### src/hw/rtl/ple_pkg.sv
package ple_pkg;

  typedef enum logic [2:0] {
    REQ_INS_FRONT = 3'd0,
    REQ_INS_BACK  = 3'd1,
    REQ_INS_POS   = 3'd2,
    REQ_DEL_FRONT = 3'd3,
    REQ_DEL_BACK  = 3'd4,
    REQ_DEL_POS   = 3'd5,
    REQ_DUMP      = 3'd6,
    REQ_RSVD      = 3'd7
  } req_e;

  typedef enum logic [1:0] {
    ST_DONE    = 2'd0,
    ST_IGNORED = 2'd1,
    ST_FULL    = 2'd2,
    ST_RSVD    = 2'd3
  } status_e;

  localparam int unsigned ValueW  = 32;
  localparam int unsigned PosW    = 6;
  localparam int unsigned CountW  = 6;
  localparam int unsigned InDataW = 48;
  localparam int unsigned OutDataW = 40;

endpackage

### src/hw/rtl/ple_node_mem.sv
// Node store: value and link arrays, one registered read port, one write port each.
module ple_node_mem #(
  parameter int unsigned AW = 5,
  parameter int unsigned DW = 32
) (
  input  logic          clk_i,
  input  logic [AW-1:0] rd_addr_i,
  output logic [DW-1:0] rd_val_o,
  output logic [AW-1:0] rd_next_o,
  output logic [AW-1:0] rd_prev_o,
  input  logic          val_we_i,
  input  logic [AW-1:0] val_addr_i,
  input  logic [DW-1:0] val_wdata_i,
  input  logic          next_we_i,
  input  logic [AW-1:0] next_addr_i,
  input  logic [AW-1:0] next_wdata_i,
  input  logic          prev_we_i,
  input  logic [AW-1:0] prev_addr_i,
  input  logic [AW-1:0] prev_wdata_i
);
  localparam int unsigned Depth = 1 << AW;
  logic [DW-1:0] val_mem  [Depth];
  logic [AW-1:0] next_mem [Depth];
  logic [AW-1:0] prev_mem [Depth];

  always_ff @(posedge clk_i) begin
    if (val_we_i) val_mem[val_addr_i] <= val_wdata_i;
    if (next_we_i) next_mem[next_addr_i] <= next_wdata_i;
    if (prev_we_i) prev_mem[prev_addr_i] <= prev_wdata_i;
    rd_val_o  <= val_mem[rd_addr_i];
    rd_next_o <= next_mem[rd_addr_i];
    rd_prev_o <= prev_mem[rd_addr_i];
  end
endmodule

### src/hw/rtl/positional_list_engine_unit.sv
// Sequence: end inserts and refused or ignored requests answer from S_EXEC,
//   deletes pass S_WALK first, an insert at position p passes S_WALK then S_LINK.
// Dump: first result from S_DUMP, then one per cycle while the output is not stalled.
// Throughput: one request at a time, the next accepted in S_IDLE after its last result.
// Reset: rst_ni async low clears count, head, tail and control, and marks every slot free.
module positional_list_engine_unit #(
  parameter int unsigned CAPACITY   = 32,
  parameter int unsigned DATA_WIDTH = 32
) (
  input  logic                            clk_i,
  input  logic                            rst_ni,
  input  logic                            s_axis_tvalid_i,
  output logic                            s_axis_tready_o,
  // [2:0] req_type, [34:3] value, [40:35] position, rest zero
  input  logic [ple_pkg::InDataW-1:0]     s_axis_tdata_i,
  output logic                            m_axis_tvalid_o,
  input  logic                            m_axis_tready_i,
  // [1:0] status, [7:2] count, [39:8] data, sign-extended
  output logic [ple_pkg::OutDataW-1:0]    m_axis_tdata_o,
  // [0] data_valid
  output logic                            m_axis_tuser_o,
  output logic                            m_axis_tlast_o
);
  import ple_pkg::*;

  localparam int unsigned AW = (CAPACITY > 1) ? $clog2(CAPACITY) : 1;
  localparam int unsigned CW = $clog2(CAPACITY + 1);

  // S_EXEC decides the request, S_WALK follows next links one read per cycle,
  // S_LINK finishes the second half of a positional insert, S_DUMP streams values.
  typedef enum logic [2:0] {
    S_IDLE, S_EXEC, S_WALK, S_LINK, S_DUMP
  } state_e;

  state_e                state_q, state_d;
  req_e                  req_q, req_d;
  logic [DATA_WIDTH-1:0] val_q, val_d;
  logic [PosW-1:0]       pos_q, pos_d;
  logic [CW-1:0]         cnt_q, cnt_d;
  logic [AW-1:0]         head_q, head_d;
  logic [AW-1:0]         tail_q, tail_d;
  logic [CAPACITY-1:0]   free_q, free_d;
  logic [AW-1:0]         cur_q, cur_d;    // slot whose data sits on the read port
  logic [CW-1:0]         idx_q, idx_d;    // 1-based list position of cur_q, counted from the tail for back deletes
  logic [AW-1:0]         slot_q, slot_d;  // new slot of a positional insert
  logic [AW-1:0]         bef_q, bef_d;    // its predecessor

  // output register
  logic                  ovalid_q, ovalid_d;
  status_e               ost_q, ost_d;
  logic [CountW-1:0]     ocnt_q, ocnt_d;
  logic [DATA_WIDTH-1:0] odata_q, odata_d;
  logic                  odv_q, odv_d;
  logic                  olast_q, olast_d;

  // memory ports
  logic [AW-1:0] rd_addr;
  logic [DATA_WIDTH-1:0] rd_val;
  logic [AW-1:0] rd_next, rd_prev;
  logic va_we, nx_we, pv_we;
  logic [AW-1:0] va_a, nx_a, nx_d, pv_a, pv_d;

  ple_node_mem #(.AW(AW), .DW(DATA_WIDTH)) u_mem (
    .clk_i, .rd_addr_i(rd_addr), .rd_val_o(rd_val), .rd_next_o(rd_next),
    .rd_prev_o(rd_prev), .val_we_i(va_we), .val_addr_i(va_a), .val_wdata_i(val_q),
    .next_we_i(nx_we), .next_addr_i(nx_a), .next_wdata_i(nx_d),
    .prev_we_i(pv_we), .prev_addr_i(pv_a), .prev_wdata_i(pv_d)
  );

  // lowest free slot
  logic [AW-1:0] free_slot;
  always_comb begin
    free_slot = '0;
    for (int i = CAPACITY - 1; i >= 0; i--) begin
      if (free_q[i]) free_slot = AW'(i);
    end
  end

  logic full, empty;
  assign full  = (cnt_q == CW'(CAPACITY));
  assign empty = (cnt_q == '0);

  logic [PosW:0] pos_x, cnt_x, cnt_x1;
  assign pos_x  = {1'b0, pos_q};
  assign cnt_x  = (PosW + 1)'(cnt_q);
  assign cnt_x1 = cnt_x + (PosW + 1)'(1);

  logic at_tgt, dump_end, back_sel;
  assign at_tgt   = ((PosW + 1)'(idx_q) == pos_x);
  assign dump_end = (idx_q == cnt_q);
  // deletes at the back start from the tail instead of walking
  assign back_sel = (req_q == REQ_DEL_BACK) || (req_q == REQ_DEL_POS && pos_x == cnt_x);

  logic out_free;
  assign out_free = !ovalid_q || m_axis_tready_i;
  // a new request may wait in S_EXEC while the previous result drains
  assign s_axis_tready_o = (state_q == S_IDLE);

  logic [DATA_WIDTH-1:0] in_val;
  assign in_val = DATA_WIDTH'($signed(s_axis_tdata_i[34:3]));

  logic                  emit, emit_dv, emit_last;
  status_e               emit_st;
  logic [DATA_WIDTH-1:0] emit_data;
  logic                  ins_front, ins_back;

  always_comb begin
    state_d = state_q; req_d = req_q; val_d = val_q; pos_d = pos_q;
    cnt_d = cnt_q; head_d = head_q; tail_d = tail_q; free_d = free_q;
    cur_d = cur_q; idx_d = idx_q; slot_d = slot_q; bef_d = bef_q;
    ovalid_d = ovalid_q && !m_axis_tready_i;
    ost_d = ost_q; ocnt_d = ocnt_q; odata_d = odata_q; odv_d = odv_q; olast_d = olast_q;
    emit = 1'b0; emit_st = ST_DONE; emit_data = '0; emit_dv = 1'b0; emit_last = 1'b1;
    ins_front = 1'b0; ins_back = 1'b0;
    // hold the read on cur_q unless S_EXEC or a walk or dump step moves on
    rd_addr = cur_q;
    va_we = 1'b0; va_a = free_slot;
    nx_we = 1'b0; nx_a = free_slot; nx_d = '0;
    pv_we = 1'b0; pv_a = free_slot; pv_d = '0;

    case (state_q)
      S_IDLE: begin
        if (s_axis_tvalid_i) begin
          req_d   = req_e'(s_axis_tdata_i[2:0]);
          val_d   = in_val;
          pos_d   = s_axis_tdata_i[40:35];
          state_d = S_EXEC;
        end
      end
      S_EXEC: begin
        rd_addr = back_sel ? tail_q : head_q;
        if (out_free) begin
          emit    = 1'b1;
          state_d = S_IDLE;
          cur_d   = rd_addr;
          idx_d   = CW'(1);
          case (req_q)
            REQ_INS_FRONT: begin
              if (full) emit_st = ST_FULL;
              else ins_front = 1'b1;
            end
            REQ_INS_BACK: begin
              if (full) emit_st = ST_FULL;
              else ins_back = 1'b1;
            end
            REQ_INS_POS: begin
              // range is checked before fullness
              if (pos_x == '0 || pos_x > cnt_x1) emit_st = ST_IGNORED;
              else if (full) emit_st = ST_FULL;
              else if (pos_x == (PosW + 1)'(1)) ins_front = 1'b1;
              else if (pos_x == cnt_x1) ins_back = 1'b1;
              else begin
                emit    = 1'b0;
                state_d = S_WALK;
              end
            end
            REQ_DEL_FRONT, REQ_DEL_BACK: begin
              if (empty) emit_st = ST_IGNORED;
              else begin
                emit    = 1'b0;
                state_d = S_WALK;
                pos_d   = PosW'(1);
              end
            end
            REQ_DEL_POS: begin
              if (pos_x == '0 || pos_x > cnt_x) emit_st = ST_IGNORED;
              else begin
                emit    = 1'b0;
                state_d = S_WALK;
                if (pos_x == cnt_x) begin
                  req_d = REQ_DEL_BACK;
                  pos_d = PosW'(1);
                end else if (pos_x == (PosW + 1)'(1)) begin
                  req_d = REQ_DEL_FRONT;
                end
              end
            end
            REQ_DUMP: begin
              // empty dump answers with one plain result
              if (!empty) begin
                emit    = 1'b0;
                state_d = S_DUMP;
              end
            end
            default: emit_st = ST_IGNORED;
          endcase
          // end inserts need no read: value and, unless the list is empty, both links written at once
          if (ins_front || ins_back) begin
            va_we = 1'b1;
            free_d[free_slot] = 1'b0;
            cnt_d = cnt_q + CW'(1);
            if (empty) begin
              head_d = free_slot;
              tail_d = free_slot;
            end else if (ins_front) begin
              nx_we = 1'b1; nx_a = free_slot; nx_d = head_q;
              pv_we = 1'b1; pv_a = head_q;    pv_d = free_slot;
              head_d = free_slot;
            end else begin
              pv_we = 1'b1; pv_a = free_slot; pv_d = tail_q;
              nx_we = 1'b1; nx_a = tail_q;    nx_d = free_slot;
              tail_d = free_slot;
            end
          end
        end
      end
      S_WALK: begin
        if (!at_tgt) begin
          rd_addr = rd_next;
          cur_d   = rd_next;
          idx_d   = idx_q + CW'(1);
        end else if (req_q == REQ_INS_POS) begin
          // new node goes in front of cur_q; its own entries first
          va_we = 1'b1;
          nx_we = 1'b1; nx_a = free_slot; nx_d = cur_q;
          pv_we = 1'b1; pv_a = free_slot; pv_d = rd_prev;
          slot_d  = free_slot;
          bef_d   = rd_prev;
          state_d = S_LINK;
        end else if (out_free) begin
          emit    = 1'b1;
          state_d = S_IDLE;
          free_d[cur_q] = 1'b1;
          cnt_d = cnt_q - CW'(1);
          case (req_q)
            REQ_DEL_FRONT: begin
              if (cnt_q > CW'(1)) head_d = rd_next;
            end
            REQ_DEL_BACK: begin
              if (cnt_q > CW'(1)) tail_d = rd_prev;
            end
            default: begin
              // inner delete: splice neighbors together
              nx_we = 1'b1; nx_a = rd_prev; nx_d = rd_next;
              pv_we = 1'b1; pv_a = rd_next; pv_d = rd_prev;
            end
          endcase
        end
      end
      S_LINK: begin
        if (out_free) begin
          nx_we = 1'b1; nx_a = bef_q; nx_d = slot_q;
          pv_we = 1'b1; pv_a = cur_q; pv_d = slot_q;
          free_d[slot_q] = 1'b0;
          cnt_d   = cnt_q + CW'(1);
          emit    = 1'b1;
          state_d = S_IDLE;
        end
      end
      S_DUMP: begin
        if (out_free) begin
          emit      = 1'b1;
          emit_dv   = 1'b1;
          emit_data = rd_val;
          emit_last = dump_end;
          if (dump_end) begin
            state_d = S_IDLE;
          end else begin
            rd_addr = rd_next;
            cur_d   = rd_next;
            idx_d   = idx_q + CW'(1);
          end
        end
      end
      default: state_d = S_IDLE;
    endcase

    if (emit) begin
      ovalid_d = 1'b1;
      ost_d    = emit_st;
      ocnt_d   = CountW'(cnt_d);
      odata_d  = emit_data;
      odv_d    = emit_dv;
      olast_d  = emit_last;
    end
  end

  always_ff @(posedge clk_i or negedge rst_ni) begin
    if (!rst_ni) begin
      state_q  <= S_IDLE;
      req_q    <= REQ_INS_FRONT;
      val_q    <= '0;
      pos_q    <= '0;
      cnt_q    <= '0;
      head_q   <= '0;
      tail_q   <= '0;
      free_q   <= '1;
      cur_q    <= '0;
      idx_q    <= '0;
      slot_q   <= '0;
      bef_q    <= '0;
      ovalid_q <= 1'b0;
      ost_q    <= ST_DONE;
      ocnt_q   <= '0;
      odata_q  <= '0;
      odv_q    <= 1'b0;
      olast_q  <= 1'b0;
    end else begin
      state_q  <= state_d;
      req_q    <= req_d;
      val_q    <= val_d;
      pos_q    <= pos_d;
      cnt_q    <= cnt_d;
      head_q   <= head_d;
      tail_q   <= tail_d;
      free_q   <= free_d;
      cur_q    <= cur_d;
      idx_q    <= idx_d;
      slot_q   <= slot_d;
      bef_q    <= bef_d;
      ovalid_q <= ovalid_d;
      ost_q    <= ost_d;
      ocnt_q   <= ocnt_d;
      odata_q  <= odata_d;
      odv_q    <= odv_d;
      olast_q  <= olast_d;
    end
  end

  assign m_axis_tvalid_o = ovalid_q;
  assign m_axis_tdata_o  = {ValueW'($signed(odata_q)), ocnt_q, ost_q};
  assign m_axis_tuser_o  = odv_q;
  assign m_axis_tlast_o  = olast_q;
endmodule
### config.mk
export PLATFORM = sky130hd
export DESIGN_NAME = positional_list_engine_unit
export DESIGN_NICKNAME = d
export VERILOG_FILES = /design/src/hw/rtl/ple_pkg.sv /design/src/hw/rtl/ple_node_mem.sv /design/src/hw/rtl/positional_list_engine_unit.sv
export SDC_FILE = /design/constraint.sdc
export NUM_CORES = 2
export LEC_CHECK = 0
export ABC_AREA = 1
export CAP_MARGIN = 20
export CORE_MARGIN = 3
export CORE_UTILIZATION = 35
export DETAILED_ROUTE_END_ITERATION = 6
export DONT_BUFFER_PORTS = 1
export HOLD_SLACK_MARGIN = 0.03
export PLACE_DENSITY = 0.49
export RECOVER_POWER = 25
export SYNTH_ARGS = -nofsm -noshare
export SYNTH_HDL_FRONTEND = slang
export SYNTH_SLANG_ARGS = --single-unit
export TNS_END_PERCENT = 1
### constraint.sdc
create_clock -name clk_i -period 6.5 [get_ports clk_i]
set_clock_uncertainty 0.2 [all_clocks]
set_input_delay 0.325 -clock clk_i [delete_from_list [all_inputs] [get_ports clk_i]]
set_output_delay 0.325 -clock clk_i [all_outputs]
set_load 0.005 [all_outputs]
==> impl_results.md <==
* Final hold vios at 0
* Row count at 155
* RSZ-0062 raised after global routing: no
* Setup CP Type: register to register
* Global Route Usage Sum at 20.5%
* Failing checks: max-capacitance violations, max-slew violations
* FF+latch count, synth at 1542
* Via density at 5.51
* Port Buffers at 0
* Worst path cell trace: ha_1 > xor2_1 > inv_1 > ha_1 > nand2_1 > or4_4 > nand2_1 > nand2_2 > inv_1 > nand4_1 > nand2_2 > nor2_1 > nor2_4 > inv_2 > nor2_2 > inv_2 > nand2_2 > nor2_1 > a21oi_2 > inv_1 > a21oi_1 > nand2_1 > nor2_1
* Ys flop type: edfxtp_1
* WHS at 0.116 ns
* Hold Crit Class: input pin to register
* Static leakage at 24.5 nW
* Cells after DPL at 7454
* Multi-input gate area at 0.0165 mm^2
* Crit path launch type: register
* Vias at 43.2k
* Die Y at 432 um
* Slowest stage delay, CP at 0.60 ns
* Final cycle utilization of the critical path at 85.5%
* Status: complete, but fails checks
* Ys Warns at 0
* Max frequency at 180 MHz
* GPL Wtd Cong at 0.878
* Router iterations before antenna repair at 5
* Htree depth at 4
* Slew Viols, Final at 667
* Final core utilization at 40.7%
* Rel. slew slack at -32.8%
* CP max stage cell: dfrtp_1
* CTS tree: done
* DRC viols at 0
* Synthesized Nets at 5341
* Worst-Skew Late Latency at 0.81 ns
* Fin crit period at 5.56 ns
* CP Max Fanout at 18
* Initial antenna violation count at 2
* Core area at 0.179 mm^2
* Sink Count at 1542
* Die Area at 0.186 mm^2
* Cells after Synth at 5273
* # Max-Cap Violations at 21
* TritonCTS buffer count at 161
* Mapped cell area at 0.0635 mm^2
* Global-route wire length before repair at 287000 um
* CP Buf/Inv Count at 5
* EDFF count, synth at 1344
* Boundary Pins at 96
* Asr flop ratio synth at 10.1%
* Post-Layout Cell Count at 7849
* ANT nets after route at 0
* Synth Area per Inst at 12.0 um^2
* Nets at 5425
* Layout cells sized above 1 at 9.76%
* Top delay family on crit path: simple AND/OR/NAND/NOR gates
* Deepest clock path buffer count at 3
* Fillers at 16.9k
* WP data required at 6.73 ns
* Count of final setup violators at 0
* Mean routed wirelength per cell at 24.8 um
* Worst vdd ir at 0.379 mV
* Largest net degree at the start of global routing at 144
* DRT Wirelength at 195000 um
* Number of unique standard cell types used by synthesis at 66
* Total negative setup slack at 0 ns
* Clk root buf: clkbuf_16
* Crit path capture type: register
* Vias in the first global route at 42.1k
* Initial DRC Count at 4089
* Die width at 432 um
* Slew @ Worst Pin at 1.99 ns
* Sequential Area at 0.0451 mm^2
* HPWL after DPL at 115000 um
* Sequential fraction of the synthesis area at 71.1%
* CP arrival at 5.79 ns
* Post-CTS setup buffers at 0
* Worst-path clk slew at 0.06 ns
* Initial Util at 35.4%
* Area delta synth->final at 14.9%
* Post-cts resize count at 0
* Cts hold-fix bufs at 87
* PwrDens at 558 mW/mm^2
* GRT overflow at 0
[path summary, 6_finish.rpt]
| check | from | to | slack (ns) | depth (start not counted) |
|---|---|---|---|---|
| max | cnt_q[0] | u_mem.prev_mem[6][0] | 0.94 | 23 |
| min in group asynchronous | rst_ni | bef_q[3] | 0.45 | 3 |
| min reg2reg | u_mem.rd_val_o[15] | odata_q[15] | 0.25 | 2 |
| min | s_axis_tdata_i[35] | pos_q[0] | 0.12 | 3 |
| max reg2reg | cnt_q[0] | u_mem.prev_mem[6][0] | 0.94 | 23 |
| max in group asynchronous | rst_ni | bef_q[1] | 4.07 | 4 |
[worst min-delay path: stages]
cell and delay (ns):
dlygate4sd3_1 0.57, nor2_1 0.11, a21oi_1 0.05
[logic make-up (layout without fill, tap and decap cells)]
kind of cell | after synthesis | in the layout | synth area share, %
XOR/XNOR | 6 | 6 | 0.0828
AO/OA/AOI/OAI | 1460 | 1460 | 13.8
buffers and inverters | 506 | 726 | 3.45
flip-flops | 1542 | 1542 | 71.1
AND/OR/NAND/NOR | 1743 | 1743 | 11.2
other | 0 | 1 | 0
adder cells (fa/ha/maj) | 16 | 16 | 0.315
[state kept, by name, summed over array words and instances (netlist names), 5 cells and up]
name,flops
cnt_q,6
u_mem.val_mem,1024
u_mem.rd_prev_o,5
u_mem.rd_val_o,32
odata_q,32
tail_q,5
u_mem.prev_mem,160
ocnt_q,6
cur_q,5
u_mem.next_mem,160
slot_q,5
pos_q,6
free_q,32
bef_q,5
u_mem.rd_next_o,5
val_q,32
idx_q,6
head_q,5
[placed cells by master, fill, tap and decap left out, types with 124 or more instances in the layout]
| master | Yosys | routed |
|---|---|---|
| nand3_1 | 177 | 177 |
| o21ai_0 | 722 | 721 |
| o221ai_1 | 241 | 238 |
| clkbuf_16 | 0 | 164 |
| dfrtp_1 | 124 | 124 |
| nand2_1 | 473 | 473 |
| o21ai_1 | 135 | 135 |
| edfxtp_1 | 1344 | 1344 |
| nor2_1 | 1001 | 965 |
| inv_1 | 135 | 133 |
[final cells by class]
class	instances	share of cell area [%]
diodes	1	0.00343
clock buffers	213	5.98
clock inverters	86	1.30
flip-flops and latches	1542	61.9
well taps	2355	4.04
inverters	167	0.925
repair buffers	260	3.29
multi-input cells	3225	22.6
[power by group]
group	leakage (nW)	switching, W	internal [W]	total, W
clock	2.59	0.00398	0.00532	0.00930
combinational	7.28	0.0135	0.00481	0.0183
sequential	14.6	0.000635	0.0125	0.0132
total	24.5	0.0181	0.0227	0.0407
[routing by layer]
layer  wire, um  track usage [%]
met5          0                0
met2      91900             33.0
met3      10700             2.80
met4       5510             6.62
met1      86700             28.8
[Yosys cell counts, types with 10 or more instances]
library cell	instances	area (um^2)
edfxtp_1	1344	40400
nor2_1	1001	3760
o21ai_0	722	3610
nand2_1	473	1780
o221ai_1	241	2110
nand3_1	177	886
clkbuf_1	175	657
buf_2	137	686
inv_1	135	507
o21ai_1	135	676
dfrtp_1	124	3100
o22ai_1	108	676
a21oi_1	88	440
a31oi_1	58	363
o211ai_1	46	345
dfxtp_1	42	841
dfstp_2	32	841
nor3_1	29	145
a22oi_1	24	180
inv_2	20	75.1
ha_1	16	200
buf_6	11	124
nand4_1	10	62.6
[metrics by stage]
step / cell area, um^2 / setup slack [ns] / power (W)
2_1_floorplan: 63500 / 1.70 / 0.0242
3_3_place_gp: 66700 / 0.808 / 0.0315
3_5_place_dp: 66800 / 0.923 / 0.0316
4_1_cts: 73000 / 0.946 / 0.0410
5_1_grt: 72900 / 0.663 / 0.0431
6_report: 72900 / 0.945 / 0.0407
(Power assumes the default switching activity.)
